--- src/rtl/mrc_div.sv ---
// Pipelined restoring divider with several lanes sharing one divisor.
// Depends on nothing; sideband bits travel with each transaction.
module mrc_div #(
    parameter int LANES  = 1,
    parameter int DEN_W  = 12,
    parameter int QUO_W  = 40,
    parameter int BPS    = 4,
    parameter int SIDE_W = 4
) (
    input  logic                            clk,
    input  logic                            rst_n,
    input  logic                            in_valid,
    output logic                            in_ready,
    input  logic [DEN_W-1:0]                in_den,
    input  logic [LANES-1:0][DEN_W-1:0]     in_rem,
    input  logic [LANES-1:0][QUO_W-1:0]     in_low,
    input  logic [SIDE_W-1:0]               in_side,
    output logic                            out_valid,
    input  logic                            out_ready,
    output logic [LANES-1:0][QUO_W-1:0]     out_quo,
    output logic [SIDE_W-1:0]               out_side
);

    localparam int STAGES = (QUO_W + BPS - 1) / BPS;

    logic [STAGES-1:0]              valid_reg;
    logic [STAGES:0]                en;
    logic [DEN_W-1:0]               den_reg  [STAGES];
    logic [LANES-1:0][DEN_W-1:0]    rem_reg  [STAGES];
    logic [LANES-1:0][QUO_W-1:0]    low_reg  [STAGES];
    logic [SIDE_W-1:0]              side_reg [STAGES];

    assign en[STAGES] = out_ready;

    genvar s;
    generate
        for (s = 0; s < STAGES; s++)
        begin : g_stage
            logic                           src_valid;
            logic [DEN_W-1:0]               src_den;
            logic [LANES-1:0][DEN_W-1:0]    src_rem;
            logic [LANES-1:0][QUO_W-1:0]    src_low;
            logic [SIDE_W-1:0]              src_side;
            logic [LANES-1:0][DEN_W-1:0]    rem_next;
            logic [LANES-1:0][QUO_W-1:0]    low_next;
            logic [DEN_W:0]                 trial;

            if (s == 0)
            begin : g_head
                assign src_valid = in_valid;
                assign src_den   = in_den;
                assign src_rem   = in_rem;
                assign src_low   = in_low;
                assign src_side  = in_side;
            end
            else
            begin : g_body
                assign src_valid = valid_reg[s-1];
                assign src_den   = den_reg[s-1];
                assign src_rem   = rem_reg[s-1];
                assign src_low   = low_reg[s-1];
                assign src_side  = side_reg[s-1];
            end

            assign en[s] = !valid_reg[s] || en[s+1];

            always_comb
            begin
                rem_next = src_rem;
                low_next = src_low;
                trial    = '0;
                for (int l = 0; l < LANES; l++)
                begin
                    for (int j = 0; j < BPS; j++)
                    begin
                        if (s * BPS + j < QUO_W)
                        begin
                            trial = {rem_next[l], low_next[l][QUO_W-1]};
                            low_next[l] = {low_next[l][QUO_W-2:0], 1'b0};
                            if (trial >= {1'b0, src_den})
                            begin
                                trial = trial - {1'b0, src_den};
                                low_next[l][0] = 1'b1;
                            end
                            rem_next[l] = trial[DEN_W-1:0];
                        end
                    end
                end
            end

            always_ff @(posedge clk or negedge rst_n)
            begin
                if (!rst_n)
                begin
                    valid_reg[s] <= 1'b0;
                end
                else if (en[s])
                begin
                    valid_reg[s] <= src_valid;
                end
            end

            always_ff @(posedge clk)
            begin
                if (en[s])
                begin
                    den_reg[s]  <= src_den;
                    rem_reg[s]  <= rem_next;
                    low_reg[s]  <= low_next;
                    side_reg[s] <= src_side;
                end
            end
        end
    endgenerate

    assign in_ready  = en[0];
    assign out_valid = valid_reg[STAGES-1];
    assign out_quo   = low_reg[STAGES-1];
    assign out_side  = side_reg[STAGES-1];

endmodule

--- config.mk ---
export PLATFORM = sky130hd
export DESIGN_NAME = mrc_div
export DESIGN_NICKNAME = d
export VERILOG_FILES = /design/src/rtl/mrc_div.sv
export SDC_FILE = /design/constraint.sdc
export NUM_CORES = 2
export LEC_CHECK = 0
export BUFFER_PORTS_ARGS = -buffer_cell sky130_fd_sc_hd__buf_2
export CAP_MARGIN = 5
export CORE_ASPECT_RATIO = 1.2
export CORE_MARGIN = 2
export CORE_UTILIZATION = 60
export DETAILED_ROUTE_END_ITERATION = 12
export HOLD_SLACK_MARGIN = 0.1
export PLACE_DENSITY_LB_ADDON = 0.12
export SYNTH_ARGS = -nofsm -noshare
export SYNTH_HDL_FRONTEND = slang
export SYNTH_SLANG_ARGS = --single-unit
--- constraint.sdc ---
create_clock -name clk -period 21.6 [get_ports clk]
set_clock_uncertainty 0.2 [all_clocks]
set_input_delay 3.24 -clock clk [delete_from_list [all_inputs] [get_ports clk]]
set_output_delay 3.24 -clock clk [all_outputs]
set_load 0.05 [all_outputs]
---- After elaboration in Yosys (flattened, before gate mapping) ----
Memories as Yosys holds them, arrays and structs flattened.
Cells that the tools add are included.
storage, ports and cells
  flip-flop bits (word level) ............. 10
  memory bits (writable) .................. 680
  bits of input ports ..................... 72
  logic and storage cells ................. 214
  output and inout port bits .............. 46
  memories kept ........................... 4
memories
  name      words  width  read ports  clocked after Yosys merged registers in  write ports  RTL line  source
  low_reg   10     40     10          0                                        10           30        logic [LANES-1:0][QUO_W-1:0] low_reg [STAGES];
  den_reg   10     12     9           0                                        10           28        logic [DEN_W-1:0] den_reg [STAGES];
  rem_reg   10     12     9           0                                        10           29        logic [LANES-1:0][DEN_W-1:0] rem_reg [STAGES];
  side_reg  10     4      10          0                                        10           31        logic [SIDE_W-1:0] side_reg [STAGES];
operators by class
  add/subtract/negate cells ............... 40
  reductions and logical operators ........ 20
  magnitude comparators ................... 40
  multiplexer cells ....................... 100
operators with widths
  cell                                              number
  13-bit by 12-bit >= comparator with 1-bit output  40
  12-bit 2-to-1 mux                                 40
  12-bit subtractor                                 40
  1-bit 2-to-1 mux                                  60
  1-bit zero test                                   10
  1-bit logical OR                                  10

---- Depth between registers and ports, before layout ----
  depth after elaboration ................. 13
  mapped depth ............................ 47

---- Worst setup path before layout ----
No wires, ideal clock.
  path kind ............................... input to register
  start point ............................. input port in_den[1]
  end point ............................... memory rem_reg[0][10] (netlist name), data pin
  stages on the path ...................... 42
  arrival ................................. 12.156 ns
  slack ................................... 8.982 ns
  required time ........................... 21.138 ns
  cell sequence ........................... inv_1 -> ha_1 -> nor2b_1 -> o31a_1 -> o2111ai_2 -> nand2_1 -> a21oi_2 -> inv_1 -> buf_1 -> mux2_2 -> ha_1 -> a21o_1 -> a31oi_1 -> o21ai_1 -> a221o_1 -> o41a_1 -> a211oi_4 -> clkbuf_1 -> (+6 left out) -> a21oi_1 -> o21ai_0 -> nand2_1 -> nand3_1 -> buf_2 -> mux2i_1 -> ha_1 -> nor2b_1 -> o21ai_0 -> a21oi_1 -> o211a_1 -> o21ai_0 -> a21boi_0 -> o21a_1 -> o21a_1 -> a311oi_4 -> buf_6 -> mux2_1
RTL lines
  item         RTL line  source
  from (decl)  14        input logic [DEN_W-1:0] in_den,
  to (decl)    29

==> results list <==
* Register clock-pin slew on the reported worst setup and hold paths: around 0.070 ns
* Summed negative setup slack over all endpoints: 0 ns
- DRC violation total after the first TritonRoute iteration: ~2000
* Worst-case setup slack after placement: around 7 ns
* Cell with the most instances after synthesis: edfxtp_1
- The via count of the first global-routing pass was about 33000.
- In the synthesized netlist, the cells that appear most often are edfxtp_1 (656), ha_1 (480), inv_1 (359).
- Number of slew-limit violations in the final report: 0
- For this run, the number of Yosys warnings is 0.
* Sequential share of the synthesized area: roughly 43%
- No sink is reached through more buffers than the 3 on the longest clock path.
* Average instance area after synthesis: around 11 µm²
- First-pass detailed-route iteration total: 5
- Number of gates given a new drive strength after cts: 0
- The post-route netlist has between 10% and 20% of its cells at a drive strength greater than 1.
* Largest fanout on the critical path: 16
- Routed via count divided by cell count: 5.96
- The register with the most flip-flops in the layout has 400 of them.
* DR DRC count: 0
- From left edge to right edge, the die measures 259 µm.
- After synthesis the cells add up to 0.0468 mm².
* Instance area after placement: approximately 0.049 mm²
- On the critical path, the stage with the largest delay is an instance of a311oi_4.
- Dominant cells by area after synthesis: edfxtp_1 (42%), ha_1 (13%), mux2_2 (5.4%)
- Yosys mapped the design onto between 80 and 90 distinct sky130hd cell types.
- Delay of the slowest cell on the worst path: ~0.75 ns
- Maximum number of pins on one net before global-route repair: 70
- Relative slew slack: approximately an eighth
- Routability-driven placement finished with a final weighted congestion of 0.900.
- The worst setup path is captured at a flip-flop.
- The worst path in the final design needs a cycle of ~14 ns, including I/O delays and setup.
* Wirelength per Cell: between 15 and 20 µm
- Result of the run: completed
- In this run the standard cell core region covers 0.0775 mm².
* Cell taking the most area after synthesis: edfxtp_1
- The final layout contains 5099 nets.
* Sum of net half-perimeters after detailed placement: approximately 83 mm
- Transition at the pin with the smallest max-transition slack: around 1.3 ns
* Rows: between 100 and 150
- Net count after synthesis: 4952
- From bottom edge to top edge, the die measures 310 µm.
- The worst register-to-register path has a setup slack of between 9 and 10 ns.
- Path type of the worst min-delay path: reg -> reg
- The sequential cells in the finished layout cover a total of about 0.02 mm².
- Root Buffer: clkbuf_16
- Gate count of the mapped netlist: 4361
- For this block, the via count after detailed routing is about 33000.
- Total congestion overflow after global routing: 0
- Postcts setup bufs: 0
- At the worst endpoint, the required time is about 22 ns.
- TritonCTS built the clock tree.
- Timing would allow up to around 70 MHz.
* Post-synthesis async set-or-reset flop share: under 10%
- Clock tree synthesis inserted a total of slightly below 70 buffers.
* Setup violations, final: 0
- Setup repair after global routing left no endpoint under its margin.
- Hold Violations, Final: 0
* Area Overhead vs Synth: 8.61%
- Of the post-synthesis cell area, the dominant cell type holds between 40 and 50%.
- Number of clock sinks seen by CTS: 666
- The detail route stage leaves a number of antenna-violating nets equal to 0.
* Crit start category: input pin
- The floorplan step defined a die boundary enclosing roughly 0.080 mm².
- Once the floorplan was initialized, standard cells occupied approximately three fifths of the core.
* Number of buffers inserted by hold repair at cts: 0
- Critical path class: in -> reg
* Routed WL: 108 mm
- Setup slack closes at 7.40 ns.
- Number of fillers in the final layout: approximately 6000
- Of the available clock period, the critical path in the final layout requires between 60% and 70%.
* Global routing usage summed across all routing layers: between 20% and 30%
- The tool flagged a number of max-cap violations equal to 0.
- Most frequent CP cell: ha_1
- Dominant register cell in the synthesized netlist: edfxtp_1
- IO Pins: 118
- Input and output buffers added on the ports amount to 117.
- Crit path arrival time: approximately 14 ns
- Number of synthesized flops with an enable pin: 656
- Clock latency on the worst-skew pair, taken at its later pin, is between 0.6 and 0.7 ns.
- Area taken by multi-input logic gates: between 0.02 and 0.03 mm²
- Deepest level of the CTS H-tree: 3
- Antenna violations before repair: 0
- Final cell area excluding filler cells: roughly 0.051 mm²
* Flip-flop and latch count after synthesis: about 670
- First-pass GRT wire length: ~170 mm
## cells by family after synthesis
logic type      share of synthesized area (%)
xor+xnor                                 5.37
compound gates                           15.2
buf+inv                                  3.52
flops                                    42.6
simple gates                             11.0
mux                                      7.83
fa+ha+maj                                14.5
## layer usage
metal	GRT usage, %	share of wire, %
met1	32.8	42
met2	48.1	50
met3	2.99	3.5
met4	11.3	4.1
met5	0	0
## final cells by class
| class | count | share of cell area, % |
|---|---|---|
| Inverter | 364 | 2.69 |
| Timing Repair Buffer | 135 | 1.42 |
| Sequential cell | 666 | 39.2 |
| Clock inverter | 46 | 0.942 |
| Antenna cell | 1 | 0.00492 |
| Multi-Input combinational cell | 3272 | 49.7 |
| Tap cell | 1026 | 2.52 |
| Clock buffer | 80 | 3.48 |
## final timing paths
kind	start	endpoint	cells past startpoint
worst max-delay path	in_den[6]	rem_reg[0][11]	39
worst min-delay path	low_reg[2][25]	low_reg[3][29]	0
worst max register to register	den_reg[0][1]	rem_reg[1][11]	43
worst min register to register	low_reg[2][25]	low_reg[3][29]	0
max in group asynchronous	rst_n	g_stage[8].src_valid	1
min in group asynchronous	rst_n	g_stage[6].src_valid	1
## cells in the final DEF (no fill, tap or decap), drive strengths merged, types with 29 or more instances in the layout
cell	instances
nor3	96
fa	39
nand4	70
nand2b	56
o21ai	250
inv	366
edfxtp	656
clkbuf	80
a21o	101
nor2	276
a31oi	33
ha	480
nand2	242
mux2i	82
xor2	88
mux2	250
a211oi	38
nor2b	84
o21a	73
clkinv	35
o21bai	36
nand3	76
a21oi	292
buf	135
xnor2	199
or3	29
## critical path, delay by kind of cell
kind,cells,cell delay [ns]
adder cells (fa/ha/maj),4,1.25
buffers and inverters,4,0.89
AO/OA/AOI/OAI,22,6.29
AND/OR/NAND/NOR,5,1.02
multiplexers,4,1.65
## stage by stage
stage,utilization [%],hold slack (ns),cells
finish,65.6,0.206,5590
global route,65.6,0.215,5589
CTS,65.6,0.205,5589
detailed placement,62.7,0.205,5463
global placement,62.7,0.200,5463
floorplan,-,0.200,4361
Power is left out: the tool's default activity adds up to more than one toggle a clock period on the data nets, which glitch-free logic cannot reach.
