`config.mk`:
```
export PLATFORM = sky130hd
export DESIGN_NAME = mrc_back
export DESIGN_NICKNAME = d
export VERILOG_FILES = /design/src/rtl/mrc_pkg.sv /design/src/rtl/mrc_back.sv
export SDC_FILE = /design/constraint.sdc
export NUM_CORES = 1
export LEC_CHECK = 0
export BUFFER_PORTS_ARGS = -buffer_cell sky130_fd_sc_hd__buf_4
export CAP_MARGIN = 20
export CORE_MARGIN = 5
export CORE_UTILIZATION = 50
export CTS_BUF_LIST = sky130_fd_sc_hd__clkbuf_4
export CTS_CLUSTER_SIZE = 8
export DETAILED_ROUTE_END_ITERATION = 7
export PLACE_DENSITY = 0.81
export SKIP_LAST_GASP = 1
export SYNTH_ARGS = -nofsm -noshare
export SYNTH_HDL_FRONTEND = slang
export SYNTH_SLANG_ARGS = --single-unit
```
`constraint.sdc`:
```
create_clock -name clk -period 3.9 [get_ports clk]
set_input_delay 0.78 -clock clk [delete_from_list [all_inputs] [get_ports clk]]
set_output_delay 0.78 -clock clk [all_outputs]
set_load 0.05 [all_outputs]
```
`src/rtl/mrc_pkg.sv`:
```
// Shared types, constants and helper functions for the multimeter reading converter.
// Depends on nothing; the other files in rtl, mrc_div apart, refer to it by scoped names.
package mrc_pkg;

    localparam int ADC_BITS_DEF = 12;
    localparam int COUNT_W      = 12;
    localparam int SW_W         = 6;
    localparam int VREF_W       = 20;
    localparam int RATIO_W      = 8;
    localparam int PAR_W        = 24;
    localparam int MEAS_W       = 48;
    localparam int MAG_W        = 47;
    localparam int SUPPLY_W     = 32;
    localparam int RANGE_W      = 3;
    localparam int STATUS_W     = 2;
    localparam int GAIN_W       = 5;
    localparam int SCALE_W      = 18;
    localparam int DEN2_W       = 19;
    localparam int RX_W         = 52;
    localparam int PQ_W         = 40;
    localparam int DD_W         = 41;
    localparam int PROD_W       = 64;
    localparam int PADDR_W      = 4;
    localparam int PDATA_W      = 32;

    localparam int DIV1_BPS = 4;
    localparam int DIV2_BPS = 4;
    localparam int DIV3_BPS = 2;

    localparam int TWO_Q16      = 131072;
    localparam int TWO_HALF_Q16 = 163840;

    localparam logic [MAG_W-1:0]   MAG_MAX   = '1;
    localparam logic [VREF_W-1:0]  VREF_RST  = 20'd78971;
    localparam logic [RATIO_W-1:0] RATIO_RST = 8'd13;
    localparam logic [PAR_W-1:0]   PAR_RST   = 24'd2000000;

    localparam logic [1:0] REG_VREF  = 2'd0;
    localparam logic [1:0] REG_RATIO = 2'd1;
    localparam logic [1:0] REG_PAR   = 2'd2;

    localparam logic [STATUS_W-1:0] ST_OK      = 2'd0;
    localparam logic [STATUS_W-1:0] ST_REFZERO = 2'd1;
    localparam logic [STATUS_W-1:0] ST_OPEN    = 2'd2;
    localparam logic [STATUS_W-1:0] ST_SAT     = 2'd3;

    localparam logic [RANGE_W-1:0] RANGE_2V   = 3'd0;
    localparam logic [RANGE_W-1:0] RANGE_10V  = 3'd1;
    localparam logic [RANGE_W-1:0] RANGE_50V  = 3'd2;
    localparam logic [RANGE_W-1:0] RANGE_1K   = 3'd3;
    localparam logic [RANGE_W-1:0] RANGE_10K  = 3'd4;
    localparam logic [RANGE_W-1:0] RANGE_100K = 3'd5;
    localparam logic [RANGE_W-1:0] RANGE_1M   = 3'd6;

    typedef struct packed {
        logic [RANGE_W-1:0] range;
        logic               ref_zero;
    } front_side_t;

    typedef struct packed {
        logic [RANGE_W-1:0]  range;
        logic                ref_zero;
        logic                neg;
        logic                pole;
        logic [SUPPLY_W-1:0] supply;
        logic                sup_sat;
        logic [MAG_W-1:0]    vmag;
        logic                vsat;
    } mid_side_t;

    typedef struct packed {
        mid_side_t mid;
        logic      dd_zero;
        logic      ovf;
    } solve_side_t;

    function automatic logic [RANGE_W-1:0] pick_range(input logic [SW_W-1:0] sw);
        logic [RANGE_W-1:0] r;
        if (sw[0])      r = RANGE_2V;
        else if (sw[1]) r = RANGE_10V;
        else if (sw[2]) r = RANGE_50V;
        else if (sw[3]) r = RANGE_10K;
        else if (sw[4]) r = RANGE_100K;
        else if (sw[5]) r = RANGE_1M;
        else            r = RANGE_1K;
        return r;
    endfunction

    function automatic logic [GAIN_W-1:0] volt_gain(input logic [RANGE_W-1:0] r);
        logic [GAIN_W-1:0] g;
        case (r)
            RANGE_10V: g = 5'd5;
            RANGE_50V: g = 5'd25;
            default:   g = 5'd1;
        endcase
        return g;
    endfunction

    function automatic logic [SCALE_W-1:0] ohm_scale(input logic [RANGE_W-1:0] r);
        logic [SCALE_W-1:0] s;
        case (r)
            RANGE_10K:  s = 18'd2000;
            RANGE_100K: s = 18'd20000;
            RANGE_1M:   s = 18'd200000;
            default:    s = 18'd200;
        endcase
        return s;
    endfunction

endpackage

```
`src/rtl/mrc_back.sv`:
```
// Output stage: status priority, clamping, sign and the result register.
// Depends on mrc_pkg.
module mrc_back (
    input  logic                            clk,
    input  logic                            rst_n,
    input  logic                            in_valid,
    output logic                            in_ready,
    input  logic [mrc_pkg::MAG_W-1:0]       in_quo,
    input  mrc_pkg::solve_side_t            in_side,
    output logic                            out_valid,
    input  logic                            out_ready,
    output logic [mrc_pkg::MEAS_W-1:0]      measured_value,
    output logic [mrc_pkg::SUPPLY_W-1:0]    supply_voltage,
    output logic [mrc_pkg::RANGE_W-1:0]     range_code,
    output logic [mrc_pkg::STATUS_W-1:0]    status
);

    logic                           en;
    logic                           valid_reg;
    logic [mrc_pkg::MAG_W-1:0]      mag;
    logic                           neg;
    logic [mrc_pkg::SUPPLY_W-1:0]   sup;
    logic [mrc_pkg::STATUS_W-1:0]   st;
    logic [mrc_pkg::MEAS_W-1:0]     meas_next;
    logic [mrc_pkg::MEAS_W-1:0]     meas_reg;
    logic [mrc_pkg::SUPPLY_W-1:0]   sup_reg;
    logic [mrc_pkg::RANGE_W-1:0]    range_reg;
    logic [mrc_pkg::STATUS_W-1:0]   status_reg;

    assign en = !valid_reg || out_ready;

    always_comb
    begin
        mag = '0;
        neg = 1'b0;
        sup = '0;
        st  = mrc_pkg::ST_REFZERO;
        if (!in_side.mid.ref_zero)
        begin
            sup = in_side.mid.supply;
            st  = in_side.mid.sup_sat ? mrc_pkg::ST_SAT : mrc_pkg::ST_OK;
            if (in_side.mid.range <= mrc_pkg::RANGE_50V)
            begin
                mag = in_side.mid.vmag;
                neg = in_side.mid.neg;
                if (in_side.mid.vsat)
                begin
                    st = mrc_pkg::ST_SAT;
                end
            end
            else if (in_side.mid.pole)
            begin
                st = mrc_pkg::ST_OPEN;
            end
            else if (!in_side.dd_zero)
            begin
                neg = in_side.mid.neg;
                if (in_side.ovf)
                begin
                    mag = mrc_pkg::MAG_MAX;
                    st  = mrc_pkg::ST_SAT;
                end
                else
                begin
                    mag = in_quo;
                end
            end
        end
        meas_next = neg ? -{1'b0, mag} : {1'b0, mag};
    end

    always_ff @(posedge clk or negedge rst_n)
    begin
        if (!rst_n)
        begin
            valid_reg <= 1'b0;
        end
        else if (en)
        begin
            valid_reg <= in_valid;
        end
    end

    always_ff @(posedge clk)
    begin
        if (en)
        begin
            meas_reg   <= meas_next;
            sup_reg    <= sup;
            range_reg  <= in_side.mid.range;
            status_reg <= st;
        end
    end

    assign in_ready       = en;
    assign out_valid      = valid_reg;
    assign measured_value = meas_reg;
    assign supply_voltage = sup_reg;
    assign range_code     = range_reg;
    assign status         = status_reg;

endmodule

```
; ---- Word-level counts from Yosys, hierarchy flattened
; Cells that the tools add are included.
; Widths: inputs -> output; s select.
[word_totals]
mem_count = 0
regBits = 86
out_inout_bits = 87
in_bits = 140
word_cells = 26
mem_bits_ro = 0
mem_bits_rw = 0
latchBits = 0
[op_classes]
n_reduce_logical = 2
bitwise_logic = 0
magnitude_cmp = 1
div = 0
n_mul = 0
eq_ne = 0
n_shift = 0
n_addsub = 1
muxes = 16
[ops]
columns = op, n
row1 = $mux 47, 6
row2 = $neg 47->48, 1
row3 = $mux 2, 6
row4 = $mux 1, 4
row5 = $le 3x2->1 const B, 1
row6 = $logic_not 1->1, 1
row7 = $logic_or 1x1->1, 1

; ---- Longest topological paths before layout
[depth]
word_depth = 7
mapped_depth = 17
depth_no_buf = 10

; ---- Worst setup path before layout
; No wires, ideal clock.
[synth_timing]
path_type = in2reg
from = input in_side[87] in the netlist's numbering
to = register meas_reg, in the netlist measured_value[46] (data pin)
required_ps = 3637
arrival_time_ps = 4685
path_slack_ps = -1047
stages = 16
setup_time_ps = 263
cell_sequence = a21oi_1 > clkbuf_1 > clkbuf_1 > buf_2 > clkbuf_1 > clkbuf_1 > buf_1 > o21ai_0 > nand2_1 > ha_1 > a21boi_0 > nand4b_1 > or4_4 > buf_6 > o41ai_2 > xnor2_1
[synth_between]
elab_chain_cells = 5
elab_cells_between_ends = 7
classes_between = add/sub: 1 / order compare: 1 / mux: 5
[synth_rtl]
columns = element, line
row1 = start: declaration, mrc_back.sv:9  ; input mrc_pkg::solve_side_t in_side,
row2 = $le 3x2->1 *, mrc_back.sv:42  ; if (in_side.mid.range <= mrc_pkg::RANGE_50V)
row3 = $mux 47, mrc_back.sv:42
row4 = $mux 47, mrc_back.sv:38  ; if (!in_side.mid.ref_zero)
row5 = $neg 47->48, mrc_back.sv:69  ; meas_next = neg ? -{1'b0, mag} : {1'b0, mag};
row6 = $mux 47 *, mrc_back.sv:69
row7 = "via meas_next, one bit", mrc_back.sv:24  ; logic [mrc_pkg::MEAS_W-1:0] meas_next;
row8 = end signal: assignment, mrc_back.sv:88  ; meas_reg <= meas_next;
row9 = end: declaration, mrc_back.sv:25  ; logic [mrc_pkg::MEAS_W-1:0] meas_reg;
; Mark *: on every way through the listed nets, which the timed path passes. The rest lies on a longest branch.
; A chain may end at the register's enable or synchronous reset.

; ---- Final worst setup path
[layout_timing]
from = input in_side[0] in the netlist's numbering
to = register meas_reg, in the netlist measured_value[41] (data pin)
[layout_between]
elab_chain_cells = 7
[layout_rtl]
columns = element, line
row1 = $mux 47 *, mrc_back.sv:58  ; if (in_side.ovf)
row2 = $mux 47 *, mrc_back.sv:55  ; else if (!in_side.dd_zero)
row3 = $mux 47 *, mrc_back.sv:51  ; else if (in_side.mid.pole)
row4 = $mux 47 *, mrc_back.sv:42
row5 = $mux 47 *, mrc_back.sv:38
row6 = $neg 47->48, mrc_back.sv:69
row7 = $mux 47 *, mrc_back.sv:69
row8 = "via meas_next, one bit", mrc_back.sv:24
; Marked as above.

==> results.ini <==
[worst_setup_path]
arrival_ns=3.37
setup.worst_path.start_class=input pin
cpMaxStageDelayCell=o41ai_1
r2r-start=out_valid
crit_path_max_fanout=23
path_class=in -> reg
path_cells=buf_4 > buf_4 > or3_1 > a21oi_1 > a221o_1 > nand3_1 > nand4b_1 > o41ai_1 > mux2i_1
crit_path_end_kind=register
cpPeakStageDelay_ns=0.59
crit_top_cell=buf_4
critPathRequiredTime_ns=4.07
crit_path_start=in_side[0]

[sta]
fin_skew_ns=0.0304
finalHoldViolations=0
fin_crit_sh_pct=81.9
min_period_ns=3.19
finalWorstSetupSlack_ns=0.705
rsz0062_at_grt=no
finalSetupViolCount=0
slew_violations=0
whs_ns=0.0957
fmax_mhz=313
relSlewSlack_pct=39.9
tightest_slew_ns=0.895

[floorplanning]
pin_count=227
die_area_um2=13200
rows=38
coreArea_um2=10800
dieHeight_um=115
start_util_pct=50.8
die_x_um=115

[synth]
yosys_warnings=0
synthCells=581
synth_async_sr_flop_share_pct=1.16
synth_compound_area_share_pct=23.2
yosys-top-cells-count=edfxtp_1, a21oi_1, nand2_1
yosysSeqAreaShare_pct=47.0
ys_types=51
synth_most_common_cell=edfxtp_1
syn_nets=722
synthTopCellsByArea=edfxtp_1, a21oi_1, xnor2_1
yosys-mux-area-fraction_pct=0.776
synth_largest_area_cell=edfxtp_1
synth_top_family_by_area=compound AO/OA/AOI/OAI gates
synthAdderAreaFrac_pct=0.228
syn_area_per_cell_um2=9.43
synth_edf_count=85
syn-cell-area_um2=5480
synth_flop_cell=edfxtp_1
netlist.area_leader.share_pct=46.6
synth-seq-cells=86
synthSimpleGateAreaFrac_pct=18.2
synthXorXnorAreaFrac_pct=6.39

[cts]
post-cts-setup-buffers=0
path_clk_slew_ns=0.13
clock_latency_ns=0.45
cts_buffer_depth=2
clock-sinks=86
cts_buffers=9
postCtsHoldBufs=0
htree_levels=3
cts_resized=0
clock-root-buffer=clkbuf_4
cts_tree=yes

[job]
drv_cap=0

[place]
portBuffers=226
gp_congestion=0.915
placedCellCount=916
place_area_um2=7380
dp_slack_ns=0.305
dpl.hpwl_um=13700

[drt]
top_layer=met4
vias_per_cell=6.06
totalWireLength_um=18100
wl_met3_um=2380
drt-initial-drc-count=661
routed-wl-met2_um=8320
via_count=5647
met1_length_um=6950
wl_per_cell_um=19.4
dr.pass1.iters=6
drc=0
ant_nets=0

[power_and_ir_drop]
powerDensity_nw_per_um2=361
cellLeakagePower_nw=3.03
total_power_mw=2.72
ir_drop_mv=0.201

[cells_and_area]
largest_reg_flops=48
n_antenna_cell=0
final_cell_area_um2=7550
stdcell_count=932
drive_above_1_share_pct=36.1
syn_to_final_growth_pct=37.7
fin_nets=928

[outcome]
outcome=finished clean

[grt]
grtUsageTotal_pct=26.7
grt_start_max_net_pins=87
grt_pass1_wl_um=28000
overflow=0
grt_pass1_vias=5493
antenna_found_initial=0

[min_path]
hold_path_class=in -> async

cells by family after synthesis:
group / after synthesis
muxes: 4
DFF: 86
adders and majority gates: 1
xor gates and xnor gates: 40
buffers and inverters: 55
AOI/OAI and AO/OA: 198
and+or+nand+nor: 197
path summary, 6_finish.rpt:
check	to	slack, ns	cells past startpoint
setup / recovery	measured_value[41]	0.71	9
max in group asynchronous	out_valid	3.73	1
setup reg to reg	measured_value[36]	2.53	2
hold reg to reg	out_valid	0.98	3
min in group clk	out_valid	0.55	2
hold / removal	out_valid	0.1	1
layout by cell type, fill, tap and decap left out, types with 20 or more instances in the layout:
| cell | synthesis | final |
|---|---|---|
| buf_4 | 0 | 243 |
| nor3_1 | 20 | 20 |
| nand2_1 | 54 | 54 |
| nor2_1 | 39 | 38 |
| a21oi_1 | 63 | 62 |
| xnor2_1 | 30 | 30 |
| o211ai_1 | 33 | 33 |
| o21ai_0 | 44 | 44 |
| nor2b_1 | 36 | 35 |
| edfxtp_1 | 85 | 85 |
report_power, final:
| part | internal, mW | switching, mW | total [mW] |
|---|---|---|---|
| combinational | 0.336 | 0.643 | 0.979 |
| clock | 0.277 | 0.315 | 0.593 |
| sequential | 1.12 | 0.0279 | 1.15 |
per-stage QoR:
stage               utilization (%)  TNS [ns]
detailed placement             68.4         0
CTS                            70.0         0
global route                   70.0         0
global placement               68.4         0
floorplan                         -   -0.0163
finish                         70.0         0
area by class of cell:
cell class / count / area (um2)
Fill cell: 872 / 3240
Multi-Input combinational cell: 440 / 2730
Sequential cell: 86 / 2580
Timing Repair Buffer: 246 / 1880
Tap cell: 140 / 175
Clock buffer: 11 / 82.6
Clock inverter: 5 / 82.6
Inverter: 4 / 15.0
worst max-delay path, delay by kind of cell:
family | cells | cell delay, ns
mux | 1 | 0.13
buf+inv | 2 | 0.39
compound gates | 3 | 1.05
simple gates | 3 | 1.01
routing by layer:
metal / GRT usage [%] / up-vias
li1: - / 2603
met1: 34.2 / 2603
met2: 42.5 / 394
met3: 9.30 / 47
met4: 9.15 / 0
met5: 0 / -
Power figures use the tool's default switching activity.
