`config.mk`:
```
export PLATFORM = sky130hd
export DESIGN_NAME = mrc_solve
export DESIGN_NICKNAME = d
export VERILOG_FILES = /design/src/rtl/mrc_pkg.sv /design/src/rtl/mrc_solve.sv
export SDC_FILE = /design/constraint.sdc
export NUM_CORES = 2
export LEC_CHECK = 0
export ABC_AREA = 1
export ABC_CLOCK_PERIOD_IN_PS = 14200
export BUFFER_PORTS_ARGS = -buffer_cell sky130_fd_sc_hd__buf_2
export CELL_PAD_IN_SITES_DETAIL_PLACEMENT = 2
export CELL_PAD_IN_SITES_GLOBAL_PLACEMENT = 2
export CORE_AREA = 2 2 409 330
export DETAILED_ROUTE_END_ITERATION = 8
export DIE_AREA = 0 0 411 332
export PLACE_DENSITY_LB_ADDON = 0.2
export SYNTH_ARGS = -nofsm -noshare
export SYNTH_HDL_FRONTEND = slang
export SYNTH_SLANG_ARGS = --single-unit
```
`constraint.sdc`:
```
create_clock -name clk -period 14.2 [get_ports clk]
set_clock_uncertainty 0.2 [all_clocks]
set_input_delay 2.84 -clock clk [delete_from_list [all_inputs] [get_ports clk]]
set_output_delay 2.84 -clock clk [all_outputs]
set_load 0.01 [all_outputs]
```
`src/rtl/mrc_pkg.sv`:
```
// Shared types, constants and helper functions for the multimeter reading converter.
// Depends on nothing; the other files in rtl, mrc_div apart, refer to it by scoped names.
package mrc_pkg;

    localparam int ADC_BITS_DEF = 12;
    localparam int COUNT_W      = 12;
    localparam int SW_W         = 6;
    localparam int VREF_W       = 20;
    localparam int RATIO_W      = 8;
    localparam int PAR_W        = 24;
    localparam int MEAS_W       = 48;
    localparam int MAG_W        = 47;
    localparam int SUPPLY_W     = 32;
    localparam int RANGE_W      = 3;
    localparam int STATUS_W     = 2;
    localparam int GAIN_W       = 5;
    localparam int SCALE_W      = 18;
    localparam int DEN2_W       = 19;
    localparam int RX_W         = 52;
    localparam int PQ_W         = 40;
    localparam int DD_W         = 41;
    localparam int PROD_W       = 64;
    localparam int PADDR_W      = 4;
    localparam int PDATA_W      = 32;

    localparam int DIV1_BPS = 4;
    localparam int DIV2_BPS = 4;
    localparam int DIV3_BPS = 2;

    localparam int TWO_Q16      = 131072;
    localparam int TWO_HALF_Q16 = 163840;

    localparam logic [MAG_W-1:0]   MAG_MAX   = '1;
    localparam logic [VREF_W-1:0]  VREF_RST  = 20'd78971;
    localparam logic [RATIO_W-1:0] RATIO_RST = 8'd13;
    localparam logic [PAR_W-1:0]   PAR_RST   = 24'd2000000;

    localparam logic [1:0] REG_VREF  = 2'd0;
    localparam logic [1:0] REG_RATIO = 2'd1;
    localparam logic [1:0] REG_PAR   = 2'd2;

    localparam logic [STATUS_W-1:0] ST_OK      = 2'd0;
    localparam logic [STATUS_W-1:0] ST_REFZERO = 2'd1;
    localparam logic [STATUS_W-1:0] ST_OPEN    = 2'd2;
    localparam logic [STATUS_W-1:0] ST_SAT     = 2'd3;

    localparam logic [RANGE_W-1:0] RANGE_2V   = 3'd0;
    localparam logic [RANGE_W-1:0] RANGE_10V  = 3'd1;
    localparam logic [RANGE_W-1:0] RANGE_50V  = 3'd2;
    localparam logic [RANGE_W-1:0] RANGE_1K   = 3'd3;
    localparam logic [RANGE_W-1:0] RANGE_10K  = 3'd4;
    localparam logic [RANGE_W-1:0] RANGE_100K = 3'd5;
    localparam logic [RANGE_W-1:0] RANGE_1M   = 3'd6;

    typedef struct packed {
        logic [RANGE_W-1:0] range;
        logic               ref_zero;
    } front_side_t;

    typedef struct packed {
        logic [RANGE_W-1:0]  range;
        logic                ref_zero;
        logic                neg;
        logic                pole;
        logic [SUPPLY_W-1:0] supply;
        logic                sup_sat;
        logic [MAG_W-1:0]    vmag;
        logic                vsat;
    } mid_side_t;

    typedef struct packed {
        mid_side_t mid;
        logic      dd_zero;
        logic      ovf;
    } solve_side_t;

    function automatic logic [RANGE_W-1:0] pick_range(input logic [SW_W-1:0] sw);
        logic [RANGE_W-1:0] r;
        if (sw[0])      r = RANGE_2V;
        else if (sw[1]) r = RANGE_10V;
        else if (sw[2]) r = RANGE_50V;
        else if (sw[3]) r = RANGE_10K;
        else if (sw[4]) r = RANGE_100K;
        else if (sw[5]) r = RANGE_1M;
        else            r = RANGE_1K;
        return r;
    endfunction

    function automatic logic [GAIN_W-1:0] volt_gain(input logic [RANGE_W-1:0] r);
        logic [GAIN_W-1:0] g;
        case (r)
            RANGE_10V: g = 5'd5;
            RANGE_50V: g = 5'd25;
            default:   g = 5'd1;
        endcase
        return g;
    endfunction

    function automatic logic [SCALE_W-1:0] ohm_scale(input logic [RANGE_W-1:0] r);
        logic [SCALE_W-1:0] s;
        case (r)
            RANGE_10K:  s = 18'd2000;
            RANGE_100K: s = 18'd20000;
            RANGE_1M:   s = 18'd200000;
            default:    s = 18'd200;
        endcase
        return s;
    endfunction

endpackage

```
`src/rtl/mrc_solve.sv`:
```
// Parallel-resistor removal setup: pole check, difference term and the wide
// product split into partial products. Depends on mrc_pkg.
module mrc_solve (
    input  logic                        clk,
    input  logic                        rst_n,
    input  logic                        in_valid,
    output logic                        in_ready,
    input  logic [mrc_pkg::RX_W-1:0]    in_rx,
    input  mrc_pkg::mid_side_t          in_side,
    input  logic [mrc_pkg::PAR_W-1:0]   par,
    output logic                        out_valid,
    input  logic                        out_ready,
    output logic [mrc_pkg::DD_W-1:0]    out_den,
    output logic [mrc_pkg::DD_W-1:0]    out_rem,
    output logic [mrc_pkg::MAG_W-1:0]   out_low,
    output mrc_pkg::solve_side_t        out_side
);

    localparam int HALF_W = mrc_pkg::PQ_W / 2;
    localparam int PP_W   = HALF_W + mrc_pkg::PAR_W;
    localparam int HI_W   = mrc_pkg::PROD_W - (mrc_pkg::MAG_W - 16);

    logic                           en1;
    logic                           en2;
    logic                           s1_valid_reg;
    logic                           s2_valid_reg;
    logic [mrc_pkg::PQ_W-1:0]       pq;
    logic [mrc_pkg::PQ_W-1:0]       rx40;
    logic [mrc_pkg::DD_W-1:0]       dd_next;
    mrc_pkg::mid_side_t             mside_next;
    mrc_pkg::mid_side_t             mside_reg;
    logic [mrc_pkg::DD_W-1:0]       dd_reg;
    logic [PP_W-1:0]                pp_lo_reg;
    logic [PP_W-1:0]                pp_hi_reg;
    logic [mrc_pkg::PROD_W-1:0]     prod;
    logic [HI_W-1:0]                high;
    mrc_pkg::solve_side_t           side_next;
    mrc_pkg::solve_side_t           side_reg;
    logic [mrc_pkg::DD_W-1:0]       den_reg;
    logic [mrc_pkg::DD_W-1:0]       rem_reg;
    logic [mrc_pkg::MAG_W-1:0]      low_reg;

    assign en2 = !s2_valid_reg || out_ready;
    assign en1 = !s1_valid_reg || en2;

    always_comb
    begin
        pq      = {par, 16'd0};
        rx40    = in_rx[mrc_pkg::PQ_W-1:0];
        dd_next = in_side.neg ? (mrc_pkg::DD_W'(pq) + mrc_pkg::DD_W'(rx40))
                              : (mrc_pkg::DD_W'(pq) - mrc_pkg::DD_W'(rx40));
        mside_next      = in_side;
        mside_next.pole = in_side.pole || (!in_side.neg && (in_rx >= mrc_pkg::RX_W'(pq)));
    end

    always_comb
    begin
        prod = (mrc_pkg::PROD_W'(pp_hi_reg) << HALF_W) + mrc_pkg::PROD_W'(pp_lo_reg);
        high = prod[mrc_pkg::PROD_W-1:mrc_pkg::MAG_W-16];
        side_next.mid     = mside_reg;
        side_next.dd_zero = (dd_reg == '0);
        side_next.ovf     = !side_next.dd_zero && (mrc_pkg::DD_W'(high) >= dd_reg);
    end

    always_ff @(posedge clk or negedge rst_n)
    begin
        if (!rst_n)
        begin
            s1_valid_reg <= 1'b0;
            s2_valid_reg <= 1'b0;
        end
        else
        begin
            if (en1)
            begin
                s1_valid_reg <= in_valid;
            end
            if (en2)
            begin
                s2_valid_reg <= s1_valid_reg;
            end
        end
    end

    always_ff @(posedge clk)
    begin
        if (en1)
        begin
            mside_reg <= mside_next;
            dd_reg    <= dd_next;
            pp_lo_reg <= PP_W'(rx40[HALF_W-1:0]) * PP_W'(par);
            pp_hi_reg <= PP_W'(rx40[mrc_pkg::PQ_W-1:HALF_W]) * PP_W'(par);
        end
        if (en2)
        begin
            side_reg <= side_next;
            den_reg  <= dd_reg;
            rem_reg  <= mrc_pkg::DD_W'(high);
            low_reg  <= {prod[mrc_pkg::MAG_W-17:0], 16'd0};
        end
    end

    assign in_ready  = en1;
    assign out_valid = s2_valid_reg;
    assign out_den   = den_reg;
    assign out_rem   = rem_reg;
    assign out_low   = low_reg;
    assign out_side  = side_reg;

endmodule

```
# --- Word-level counts from Yosys, hierarchy flattened ---
# Cells that the tools add are included.
word_totals:
  register_bits: 412
  out_inout_bits: 220
  in_bits: 167
classes:
  n_mux: 1
  n_mul: 2
  magnitude_cmp: 2
  n_addsub: 3
  n_reduce_logical: 10
op_table:
  columns: ["op", "count"]
  rows:
  - ["multiplier 20 x 24 -> 44 bit", 2]
  - ["adder 64 x 44 -> 64 bit", 1]
  - [">= comparator 52 x 40 -> 1 bit", 1]
  - ["adder 40 x 40 -> 41 bit", 1]
  - [">= comparator 33 x 41 -> 1 bit", 1]
  - ["logical NOT 41 bit", 1]
  - ["2-to-1 mux 41 bit", 1]
  - ["subtractor 40 x 40 -> 41 bit", 1]
  - ["logical NOT 1 bit", 4]
  - ["logical OR 1 bit", 3]
  - ["logical AND 1 bit", 2]

# --- Logic depth before layout (Yosys ltp) ---
logic_depth:
  depth_word: 3
  ltp_mapped: 30

# --- Worst setup path before layout ---
# OpenSTA, ideal clock, no wires.
synth_path:
  kind: "input port to output port"
  from: "input port out_ready"
  to: "output port in_ready"
  required_time_ps: 11160
  n_path_buf: 0
  t_arrival_ps: 7864
  slack_ps: 3296
  cell_stages: 2
  path_cell_list: "inv_1 -> nand3_1"
synth_via:
  elab_chain_cells: 2
synth_lines:
  columns: ["item", "line", "text"]
  rows:
  - ["from (decl)", "mrc_solve.sv:12", "input logic out_ready,"]
  - ["logical OR 1 bit", "mrc_solve.sv:43", "assign en2 = !s2_valid_reg || out_ready;"]
  - ["logical OR 1 bit", "mrc_solve.sv:44", "assign en1 = !s1_valid_reg || en2;"]
  - ["to (decl)", "mrc_solve.sv:7", "output logic in_ready,"]
# No other way between the ends.

# --- Final worst setup path ---
layout_path:
  from: "input port par[5] (netlist name)"
  to: "register pp_hi_reg[28] (data pin)"
layout_via:
  elab_chain_cells: 1
layout_lines:
  columns: ["item", "line", "text"]
  rows:
  - ["from (decl)", "mrc_solve.sv:10", "input logic [mrc_pkg::PAR_W-1:0] par,"]
  - ["multiplier 20 x 24 -> 44 bit", "mrc_solve.sv:92", "pp_hi_reg <= PP_W'(rx40[mrc_pkg::PQ_W-1:HALF_W]) * PP_W'(par);"]
  - ["to (signal assigned)", "mrc_solve.sv:92", null]
  - ["to (decl)", "mrc_solve.sv:34", "logic [PP_W-1:0] pp_hi_reg;"]
# No other way between the ends.
# A chain may end at the register's enable or synchronous reset.

==> flow_summary.ini <==
[floorplanning]
coreArea_um2 = 133000
die_height_um = 332
ios = 387
start_util_pct = 40.6
placementRows = 120
dieArea_um2 = 136000
die_x_um = 411

[grt]
grt_pass1_wl_um = 360000
grt.total_usage_pct = 35.6
grt_antenna_before_repair = 22
grt_pass1_vias = 54083
overflow = 0
grt_max_degree = 71

[synth]
ys_ff_latch = 412
yosys.area.top_type = fa_1
synth_compound_area_share_pct = 3.60
yosys-top-cells-count = 1812 x nand2_1, 1758 x inv_1, 784 x fa_1, 440 x ha_1, 410 x edfxtp_1
async_flop_share_pct = 0.485
yosys_warnings = 0
synth_ff_type = edfxtp_1
avgSynthCellArea_um2 = 8.22
synthAdderAreaFrac_pct = 39.4
synthesis.area_um2 = 53800
yosys.area_share.simple_pct = 18.0
synth_top_area_share_pct = 29.2
synth.most_common_cell = nand2_1
ys_seq_area_share_pct = 23.0
synth.distinct_cells = 47
synth_mux_area_share_pct = 0
syn_inst = 6549
synth_edf_count = 410
synth-xor-area-share_pct = 1.76
synth_area_leaders = fa_1 29%, edfxtp_1 23%, nand2_1 13%
synth_top_family_by_area = adder cells

[layout]
drive_above_1_share_pct = 7.55
area_growth_pct = 9.42
largest_register_ffs = 89
fin_nets = 8181
final_cell_area_um2 = 58900

[routing]
met3_length_um = 18800
drc_errors = 0
dr.pass1.iters = 6
routed_via_density = 5.53
wl_met1_um = 105000
ant_nets = 0
wl_met2_um = 117000
vias = 47635
drt_iter0_drc = 4357
routed_wl_um = 255000
avgRoutedWirePerCell_um = 29.6
maxUsedRoutingLayer = met5

[placement]
dp_hpwl_um = 184000
port_buffers = 362
placed_area_um2 = 57200
place.gp.congestion = 0.920

[clock_network]
htreeDepth = 2
insertion_delay_ns = 0.63
cts_tree = built
numCtsBuffers = 48
clk_pin_slew_worst_paths_ns = 0.07
clock_path_buffers = 3
cts_resized = 0
cts-root-buf = clkbuf_16
cts_sinks = 412
ctsHoldBuffers = 0
cts_setup_buffers = 0

[critical_path]
path_common_cell = fa_1
critPathLaunchType = input port
cp_slowest_cell = buf_2
arrival_ns = 9.67
path_max_fanout = 26
crit_type = input port to register
cp.required_ns = 14.31
crit_chain = buf_2, buf_4, nand2_1, fa_1, inv_1, fa_1, inv_1, fa_1, inv_1, fa_1, fa_1, fa_1, inv_1, fa_1, inv_1, ha_1, a21oi_1, o21ai_0, a21oi_1, nand2_1, nand3_1, nand2_1, nand2_1, nand2_1
max_stage_delay_ns = 0.57
end_kind = register

[sta]
slew_violations = 0
rsz0062_at_grt = false
tightestPinTransition_ns = 1.05
fin_setup_tns_ns = 0
final.period_utilization_pct = 67.3
final-setup-viol-count = 0
finalHoldViolations = 0
min_period_ns = 9.56
relSlewSlack_pct = 30.0
fmax_ghz = 0.105

[job]
cap_violations = 0

[run_status]
status = completed

[worst_hold_path]
hp-class = register to register
==> worst paths after layout <==
kind | startpoint | to | slack [ns] | cells after the start
max reg2reg | pp_hi_reg[0] | out_side[0] | 8.59 | 21
min in group asynchronous | rst_n | s1_valid_reg | 1.80 | 1
max | par[5] | pp_hi_reg[28] | 4.64 | 24
max in group asynchronous | rst_n | out_valid | 11.88 | 1
min | mside_reg[1] | out_side[3] | 0.22 | 0
min reg2reg | mside_reg[1] | out_side[3] | 0.22 | 0
==> cell usage in the layout (no fill, tap or decap), drive strengths merged, types with 18 or more instances in the layout <==
cell type and count:
ha 440, a21oi 197, o21ai 113, clkbuf 62
fa 784, xor2 85, inv 1764, xnor2 23
nand2 1820, clkinv 18, nor2 334, nor3 33
nand4 47, conb 24, nand3 167, edfxtp 410
buf 406
==> kinds of logic (layout without fill, tap and decap cells) <==
kind of cell / Yosys count / after routing
other cells: 1 / 38
simple gates: 2441 / 2441
buf+inv: 2001 / 2259
fa+ha+maj: 1224 / 1224
xor+xnor: 108 / 108
flops: 412 / 412
compound gates: 362 / 362
==> final cells by class <==
cell class	count	area (µm²)
antenna	14	35.0
timing repair buffer	406	2140
clock buffer	62	1320
fill	15153	73800
inverter	1763	6620
clock inverter	28	308
tap	1769	2210
sequential	412	12400
multi-input combinational	4159	33900
==> through the flow <==
step           hold WS (ns)  std cells  setup slack, ns  util (%)
2_1_floorplan         0.200       6572             3.30         -
3_3_place_gp          0.200       8509             4.28      43.1
3_5_place_dp          0.206       8509             4.18      43.1
4_1_cts               0.220       8599             4.77      44.3
5_1_grt               0.223       8609             4.47      44.4
6_report              0.223       8613             4.64      44.4
==> critical path: cells and delay by family <==
kind	cells	cell delay, ns
adders and majority gates	8	3.87
and+or+nand+nor	6	0.75
buffers and inverters	7	1.42
AOI/OAI and AO/OA	3	0.70
==> per-layer routing <==
layer  up-vias  track usage [%]
li1      19751                -
met1     24842             47.1
met2      2350             58.3
met3       684             5.09
met4         8             14.9
met5         -                0
Power is left out: the tool's default activity adds up to more than one toggle a clock period on the data nets, which glitch-free logic cannot reach.
