<file path="config.mk">
export PLATFORM = sky130hd
export DESIGN_NAME = mrc_front
export DESIGN_NICKNAME = d
export VERILOG_FILES = /design/src/rtl/mrc_pkg.sv /design/src/rtl/mrc_front.sv
export SDC_FILE = /design/constraint.sdc
export NUM_CORES = 2
export LEC_CHECK = 0
export BUFFER_PORTS_ARGS = -buffer_cell sky130_fd_sc_hd__buf_2
export CAP_MARGIN = 0
export CORE_ASPECT_RATIO = 2
export CORE_MARGIN = 2
export CORE_UTILIZATION = 55
export CTS_BUF_LIST = sky130_fd_sc_hd__clkbuf_8
export DETAILED_ROUTE_END_ITERATION = 16
export GPL_ROUTABILITY_DRIVEN = 1
export PLACE_DENSITY = 0.75
export SYNTH_ARGS = -nofsm -noshare
export SYNTH_HDL_FRONTEND = slang
export SYNTH_SLANG_ARGS = --single-unit
</file>
<file path="constraint.sdc">
create_clock -name clk -period 15.2 [get_ports clk]
set_clock_uncertainty 0.1 [all_clocks]
set_input_delay 1.52 -clock clk [delete_from_list [all_inputs] [get_ports clk]]
set_output_delay 1.52 -clock clk [all_outputs]
set_load 0.01 [all_outputs]
</file>
<file path="src/rtl/mrc_pkg.sv">
// Shared types, constants and helper functions for the multimeter reading converter.
// Depends on nothing; the other files in rtl, mrc_div apart, refer to it by scoped names.
package mrc_pkg;

    localparam int ADC_BITS_DEF = 12;
    localparam int COUNT_W      = 12;
    localparam int SW_W         = 6;
    localparam int VREF_W       = 20;
    localparam int RATIO_W      = 8;
    localparam int PAR_W        = 24;
    localparam int MEAS_W       = 48;
    localparam int MAG_W        = 47;
    localparam int SUPPLY_W     = 32;
    localparam int RANGE_W      = 3;
    localparam int STATUS_W     = 2;
    localparam int GAIN_W       = 5;
    localparam int SCALE_W      = 18;
    localparam int DEN2_W       = 19;
    localparam int RX_W         = 52;
    localparam int PQ_W         = 40;
    localparam int DD_W         = 41;
    localparam int PROD_W       = 64;
    localparam int PADDR_W      = 4;
    localparam int PDATA_W      = 32;

    localparam int DIV1_BPS = 4;
    localparam int DIV2_BPS = 4;
    localparam int DIV3_BPS = 2;

    localparam int TWO_Q16      = 131072;
    localparam int TWO_HALF_Q16 = 163840;

    localparam logic [MAG_W-1:0]   MAG_MAX   = '1;
    localparam logic [VREF_W-1:0]  VREF_RST  = 20'd78971;
    localparam logic [RATIO_W-1:0] RATIO_RST = 8'd13;
    localparam logic [PAR_W-1:0]   PAR_RST   = 24'd2000000;

    localparam logic [1:0] REG_VREF  = 2'd0;
    localparam logic [1:0] REG_RATIO = 2'd1;
    localparam logic [1:0] REG_PAR   = 2'd2;

    localparam logic [STATUS_W-1:0] ST_OK      = 2'd0;
    localparam logic [STATUS_W-1:0] ST_REFZERO = 2'd1;
    localparam logic [STATUS_W-1:0] ST_OPEN    = 2'd2;
    localparam logic [STATUS_W-1:0] ST_SAT     = 2'd3;

    localparam logic [RANGE_W-1:0] RANGE_2V   = 3'd0;
    localparam logic [RANGE_W-1:0] RANGE_10V  = 3'd1;
    localparam logic [RANGE_W-1:0] RANGE_50V  = 3'd2;
    localparam logic [RANGE_W-1:0] RANGE_1K   = 3'd3;
    localparam logic [RANGE_W-1:0] RANGE_10K  = 3'd4;
    localparam logic [RANGE_W-1:0] RANGE_100K = 3'd5;
    localparam logic [RANGE_W-1:0] RANGE_1M   = 3'd6;

    typedef struct packed {
        logic [RANGE_W-1:0] range;
        logic               ref_zero;
    } front_side_t;

    typedef struct packed {
        logic [RANGE_W-1:0]  range;
        logic                ref_zero;
        logic                neg;
        logic                pole;
        logic [SUPPLY_W-1:0] supply;
        logic                sup_sat;
        logic [MAG_W-1:0]    vmag;
        logic                vsat;
    } mid_side_t;

    typedef struct packed {
        mid_side_t mid;
        logic      dd_zero;
        logic      ovf;
    } solve_side_t;

    function automatic logic [RANGE_W-1:0] pick_range(input logic [SW_W-1:0] sw);
        logic [RANGE_W-1:0] r;
        if (sw[0])      r = RANGE_2V;
        else if (sw[1]) r = RANGE_10V;
        else if (sw[2]) r = RANGE_50V;
        else if (sw[3]) r = RANGE_10K;
        else if (sw[4]) r = RANGE_100K;
        else if (sw[5]) r = RANGE_1M;
        else            r = RANGE_1K;
        return r;
    endfunction

    function automatic logic [GAIN_W-1:0] volt_gain(input logic [RANGE_W-1:0] r);
        logic [GAIN_W-1:0] g;
        case (r)
            RANGE_10V: g = 5'd5;
            RANGE_50V: g = 5'd25;
            default:   g = 5'd1;
        endcase
        return g;
    endfunction

    function automatic logic [SCALE_W-1:0] ohm_scale(input logic [RANGE_W-1:0] r);
        logic [SCALE_W-1:0] s;
        case (r)
            RANGE_10K:  s = 18'd2000;
            RANGE_100K: s = 18'd20000;
            RANGE_1M:   s = 18'd200000;
            default:    s = 18'd200;
        endcase
        return s;
    endfunction

endpackage

</file>
<file path="src/rtl/mrc_front.sv">
// Front stages: count masking, range pick and the calibration numerator products.
// Depends on mrc_pkg.
module mrc_front #(
    parameter int ADC_BITS = mrc_pkg::ADC_BITS_DEF
) (
    input  logic                                clk,
    input  logic                                rst_n,
    input  logic                                in_valid,
    output logic                                in_ready,
    input  logic [mrc_pkg::COUNT_W-1:0]         raw_input_count,
    input  logic [mrc_pkg::COUNT_W-1:0]         raw_reference_count,
    input  logic [mrc_pkg::COUNT_W-1:0]         raw_supply_count,
    input  logic [mrc_pkg::SW_W-1:0]            range_switches,
    input  logic [mrc_pkg::VREF_W-1:0]          vref,
    input  logic [mrc_pkg::RATIO_W-1:0]         ratio,
    output logic                                out_valid,
    input  logic                                out_ready,
    output logic [((ADC_BITS < mrc_pkg::COUNT_W) ? ADC_BITS : mrc_pkg::COUNT_W)-1:0] out_den,
    output logic [((ADC_BITS < mrc_pkg::COUNT_W) ? ADC_BITS : mrc_pkg::COUNT_W)
                  + mrc_pkg::VREF_W - 1:0]      out_vnum,
    output logic [((ADC_BITS < mrc_pkg::COUNT_W) ? ADC_BITS : mrc_pkg::COUNT_W)
                  + mrc_pkg::VREF_W + mrc_pkg::RATIO_W - 1:0] out_snum,
    output mrc_pkg::front_side_t                out_side
);

    localparam int CNT_W = (ADC_BITS < mrc_pkg::COUNT_W) ? ADC_BITS : mrc_pkg::COUNT_W;
    localparam int VN_W  = CNT_W + mrc_pkg::VREF_W;
    localparam int SN_W  = VN_W + mrc_pkg::RATIO_W;

    logic                           en1;
    logic                           en2;
    logic                           s1_valid_reg;
    logic                           s2_valid_reg;
    logic [CNT_W-1:0]               cref_reg;
    logic [VN_W-1:0]                in_prod_reg;
    logic [VN_W-1:0]                pwr_prod_reg;
    logic [mrc_pkg::RANGE_W-1:0]    range_reg;
    logic [VN_W-1:0]                in_prod_next;
    logic [VN_W-1:0]                pwr_prod_next;
    logic [CNT_W-1:0]               den_reg;
    logic [VN_W-1:0]                vnum_reg;
    logic [SN_W-1:0]                snum_reg;
    mrc_pkg::front_side_t           side_reg;
    logic [SN_W-1:0]                snum_next;

    assign en2 = !s2_valid_reg || out_ready;
    assign en1 = !s1_valid_reg || en2;

    assign in_prod_next  = VN_W'(raw_input_count[CNT_W-1:0]) * VN_W'(vref);
    assign pwr_prod_next = VN_W'(raw_supply_count[CNT_W-1:0]) * VN_W'(vref);
    assign snum_next     = SN_W'(pwr_prod_reg) * SN_W'(ratio);

    always_ff @(posedge clk or negedge rst_n)
    begin
        if (!rst_n)
        begin
            s1_valid_reg <= 1'b0;
            s2_valid_reg <= 1'b0;
        end
        else
        begin
            if (en1)
            begin
                s1_valid_reg <= in_valid;
            end
            if (en2)
            begin
                s2_valid_reg <= s1_valid_reg;
            end
        end
    end

    always_ff @(posedge clk)
    begin
        if (en1)
        begin
            cref_reg     <= raw_reference_count[CNT_W-1:0];
            in_prod_reg  <= in_prod_next;
            pwr_prod_reg <= pwr_prod_next;
            range_reg    <= mrc_pkg::pick_range(range_switches);
        end
        if (en2)
        begin
            den_reg           <= cref_reg;
            vnum_reg          <= in_prod_reg;
            snum_reg          <= snum_next;
            side_reg.range    <= range_reg;
            side_reg.ref_zero <= (cref_reg == '0);
        end
    end

    assign in_ready  = en1;
    assign out_valid = s2_valid_reg;
    assign out_den   = den_reg;
    assign out_vnum  = vnum_reg;
    assign out_snum  = snum_reg;
    assign out_side  = side_reg;

endmodule

</file>
# Yosys cells after proc, flatten, opt, wreduce, memory -nomap -nowiden
# Cells that the tools add are included.
[classes] multipliers=3 muxes=5 reduce_logical=7
[ops] op="$mul 12x20->32" count=2
[ops] op="$mul 32x8->40" count=1
[ops] op="$logic_not 12->1" count=1
[ops] op="$mux 3" count=3
[ops] op="$reduce_or 3->1" count=1
[ops] op="$logic_not 1->1" count=2
[ops] op="$logic_or 1x1->1" count=2
[ops] op="$mux 2" count=1
[ops] op="$reduce_or 2->1" count=1
[ops] op="$mux 1" count=1
[totals] regBits=169 in_bits=74 wordCells=28

# Depth between registers and ports, before layout
[depth] depth_word=5 depth_mapped=21 mapped_depth_nobuf=20

# Worst setup path before layout
# OpenSTA, ideal clock, no wires.
[synth_timing] kind="input to register" start="input port vref[7] in the netlist's numbering" end="register in_prod_reg[31] (data pin)" arrival_time_ns=6.481 setup_slack_ns=8.358 cell_stages=18 n_path_buf=1 path_cell_list="clkbuf_1 nand2_1 fa_1 fa_1 fa_1 inv_1 fa_1 inv_1 fa_1 inv_1 ha_1 and4_1 a221o_1 a21oi_4 a31oi_2 a2111oi_2 nor2_1 a311o_1"
[synth_via] elab_chain_len=1
[synth_rtl] item="start: declaration" line_no="mrc_front.sv:14" rtl="input logic [mrc_pkg::VREF_W-1:0] vref,"
[synth_rtl] item="$mul 12x20->32" line_no="mrc_front.sv:49" rtl="assign in_prod_next = VN_W'(raw_input_count[CNT_W-1:0]) * VN_W'(vref);"
[synth_rtl] item="net in_prod_next[31]" line_no="mrc_front.sv:38" rtl="logic [VN_W-1:0] in_prod_next;"
[synth_rtl] item="end signal: assignment" line_no="mrc_front.sv:78" rtl="in_prod_reg <= in_prod_next;"
[synth_rtl] item="end: declaration" line_no="mrc_front.sv:35" rtl="logic [VN_W-1:0] in_prod_reg;"
# The timed path passes the listed nets, and every way through them passes these cells.
# A chain may end at the register's enable or synchronous reset.

# Worst setup path in the final report
[layout_timing] start="input port vref[12] in the netlist's numbering" end="register in_prod_reg[31] (data pin)"
# Same word-level chain as after synthesis.

==> run_results.csv <==
group,metric,value,unit
route,wl_met1,22.4,mm
global_routing,grt_util_all_layers,28.1,%
job,maxCapViolations,0,
route,dr.pass1.iters,6,
synthesis,synth_top_family_by_area,"adder cells",
setup_path,cp-start-kind,"input pin",
global_routing,grt_max_degree,61,
setup_path,crit_chain,"buf_2 > nand2_1 > fa_1 > fa_1 > inv_1 > fa_1 > fa_1 > inv_1 > fa_1 > inv_1 > ha_1 > nand3_1 > a211oi_1 > o41ai_1 > a31oi_2 > a2111oi_2 > nor2_1 > nor4_1 > a311o_1",
layout,area.growth.synth_to_final,5.76,%
synthesis,synth-adder-area-share,47.2,%
synthesis,synth_top_cells_by_area,"fa_1 38%, edfxtp_1 18%, ha_1 8.9%",
timing,hold_slack,311,ps
layout,largest_reg_flops,40,
synthesis,syn_avg_cell_area,9.62,um2
layout,nFillCells,4371,
run_status,outcome,"finished clean",
die,die_area,53200,um2
synthesis,synth_nets,3745,
synthesis,synth_seq_cells,169,
layout,drive_gt1_share,7.13,%
synthesis,synth_mux_area_share,0.0710,%
synthesis,syn_inst,2931,
clock_tree,clockBufferDepth,2,
clock_tree,insertion_delay,530,ps
synthesis,synth_area,28200,um2
synthesis,synth_top_area_share,38.3,%
die,io_pins,164,
route,top_layer,"met5",
layout,fin_nets,3802,
setup_path,worstSetupPathType,"input pin to flop",
synthesis,synth_edf_count,167,
setup_path,endpoint_kind,"flop",
layout,register_area,5060,um2
synthesis,synth-compound-area-share,6.05,%
route,drc_errors,0,
timing,period_needed,7320,ps
die,start_util,55.5,%
timing,tightest_slew,1250,ps
route,final_antenna_net_count,0,
setup_path,crit_family,"adder cells",
timing,fmax,0.137,GHz
die,core_area,50800,um2
timing,hold_viol,0,
synthesis,ys.flop_type,"edfxtp_1",
synthesis,yosys.area_share.simple,16.4,%
clock_tree,cts_tree,"done",
timing,fin_tns_setup,0,ps
placement,io_buffers,163,
clock_tree,htreeDepth,4,
route,via_count,20580,
global_routing,globalRouteOverflowTotal,0,
timing,finalCritPeriodShare,48.2,%
setup_path,cpPeakStageDelay,580,ps
die,fp.dieH,324,um
synthesis,synth_commonest_cells,"614 x inv_1, 540 x fa_1, 476 x nand2_1",
setup_path,cp_common_cell,"fa_1",
route,via_per_inst,5.63,
clock_tree,cts-root-buf,"clkbuf_8",
placement,dp.cells,3623,
die,rows,117,
clock_tree,path_clk_slew,130,ps
min_path,hold_path_class,"flop to flop",
route,finalWirelength,70.9,mm
synthesis,ys_types,71,
die,die_w,164,um
global_routing,antenna_found_initial,8,
synthesis,yosysTopAreaCell,"fa_1",
setup_path,crit_buf_inv,4,
clock_tree,ctsHoldBuffers,0,
route,met3_wirelength,3.33,mm
timing,slew_viol_final,0,
synthesis,ys_warn_count,0,
placement,place.gp.congestion,0.911,
layout,fin_cells,3658,
clock_tree,cts_resized,0,
synthesis,synthArstFlopShare,1.18,%
clock_tree,numCtsBuffers,17,
route,detail_route.wl_per_cell,19.4,um
synthesis,synth_xor_xnor_area_share,2.39,%
setup_path,critPathSlowestCell,"a211oi_1",
timing,maxSlewHeadroom,16.3,%
timing,rsz0062_at_grt,"no",
timing,finalSetupViolCount,0,
global_routing,grt_pass1_vias,23463,
setup_path,critical_path_required,15380,ps
layout,multi_input_area,20400,um2
setup_path,crit_path_max_fanout,24,
setup_path,worstPathArrival,7500,ps
synthesis,ys_seq_area_share,18.0,%
synthesis,yosysMostFrequentCell,"inv_1",
placement,dp_hpwl,57.0,mm
global_routing,grt_pass1_wl,115,mm
clock_tree,cts_setup_buffers,0,
clock_tree,cts_sinks,169,
route,met2WireLength,40.2,mm
route,drt_iter0_drc,995,
-- routing by layer --
metal  GRT usage, %  vias to the layer above
met5              0                        -
met4           18.4                       10
met3           3.65                      276
met2           55.0                      772
met1           26.6                    10496
li1               -                     9026
-- cell families (layout without fill, tap and decap cells) --
| logic type | after synthesis | count (layout) |
|---|---|---|
| and+or+nand+nor | 962 | 962 |
| adders and majority gates | 740 | 740 |
| buffers and inverters | 742 | 812 |
| muxes | 2 | 2 |
| DFF | 169 | 169 |
| xor gates and xnor gates | 77 | 77 |
| AOI/OAI and AO/OA | 239 | 239 |
| other | 0 | 3 |
-- area by class of cell --
type | instances | area share [%]
clock inverter | 15 | 0.680
timing repair buffer | 166 | 2.81
sequential | 169 | 17.0
antenna | 3 | 0.0252
tap | 654 | 2.74
clock buffer | 17 | 0.784
multi-input combinational | 2020 | 68.3
inverter | 614 | 7.73
-- cells in the final DEF (no fill, tap or decap), types with 14 or more instances in the layout --
master and count:
a21o_1 36, a21oi_1 73, and2_1 310, buf_2 163, clkbuf_8 17, edfxtp_1 167
fa_1 540, ha_1 200, inv_1 614, nand2_1 476, nand2b_1 15, nand3_1 23
nor2_1 64, nor2b_1 14, nor3_1 19, o21a_1 16, o21ai_0 31, xnor2_1 53
xor2_1 24
-- per-stage QoR --
step	utilization, %	setup WS [ps]	area (um2)
global route	58.7	7870	29800
floorplan	-	8360	28200
finish	58.7	7880	29800
detailed placement	57.8	7490	29400
global placement	57.8	7530	29400
CTS	58.7	8070	29800
-- path summary, 6_finish.rpt --
check                            startpoint               to  slack, ps  cells past startpoint
hold / removal              in_prod_reg[10]     out_vnum[10]        310                      0
min in group asynchronous             rst_n     s1_valid_reg        670                      1
hold reg to reg             in_prod_reg[10]     out_vnum[10]        310                      0
setup / recovery                   vref[12]  in_prod_reg[31]       7880                     19
max in group asynchronous             rst_n        out_valid      14230                      1
setup reg to reg           pwr_prod_reg[21]     out_snum[36]       9030                     16
Power is not shown: default switching activity piles up to over one toggle a cycle in this logic, so the estimate is an artifact.
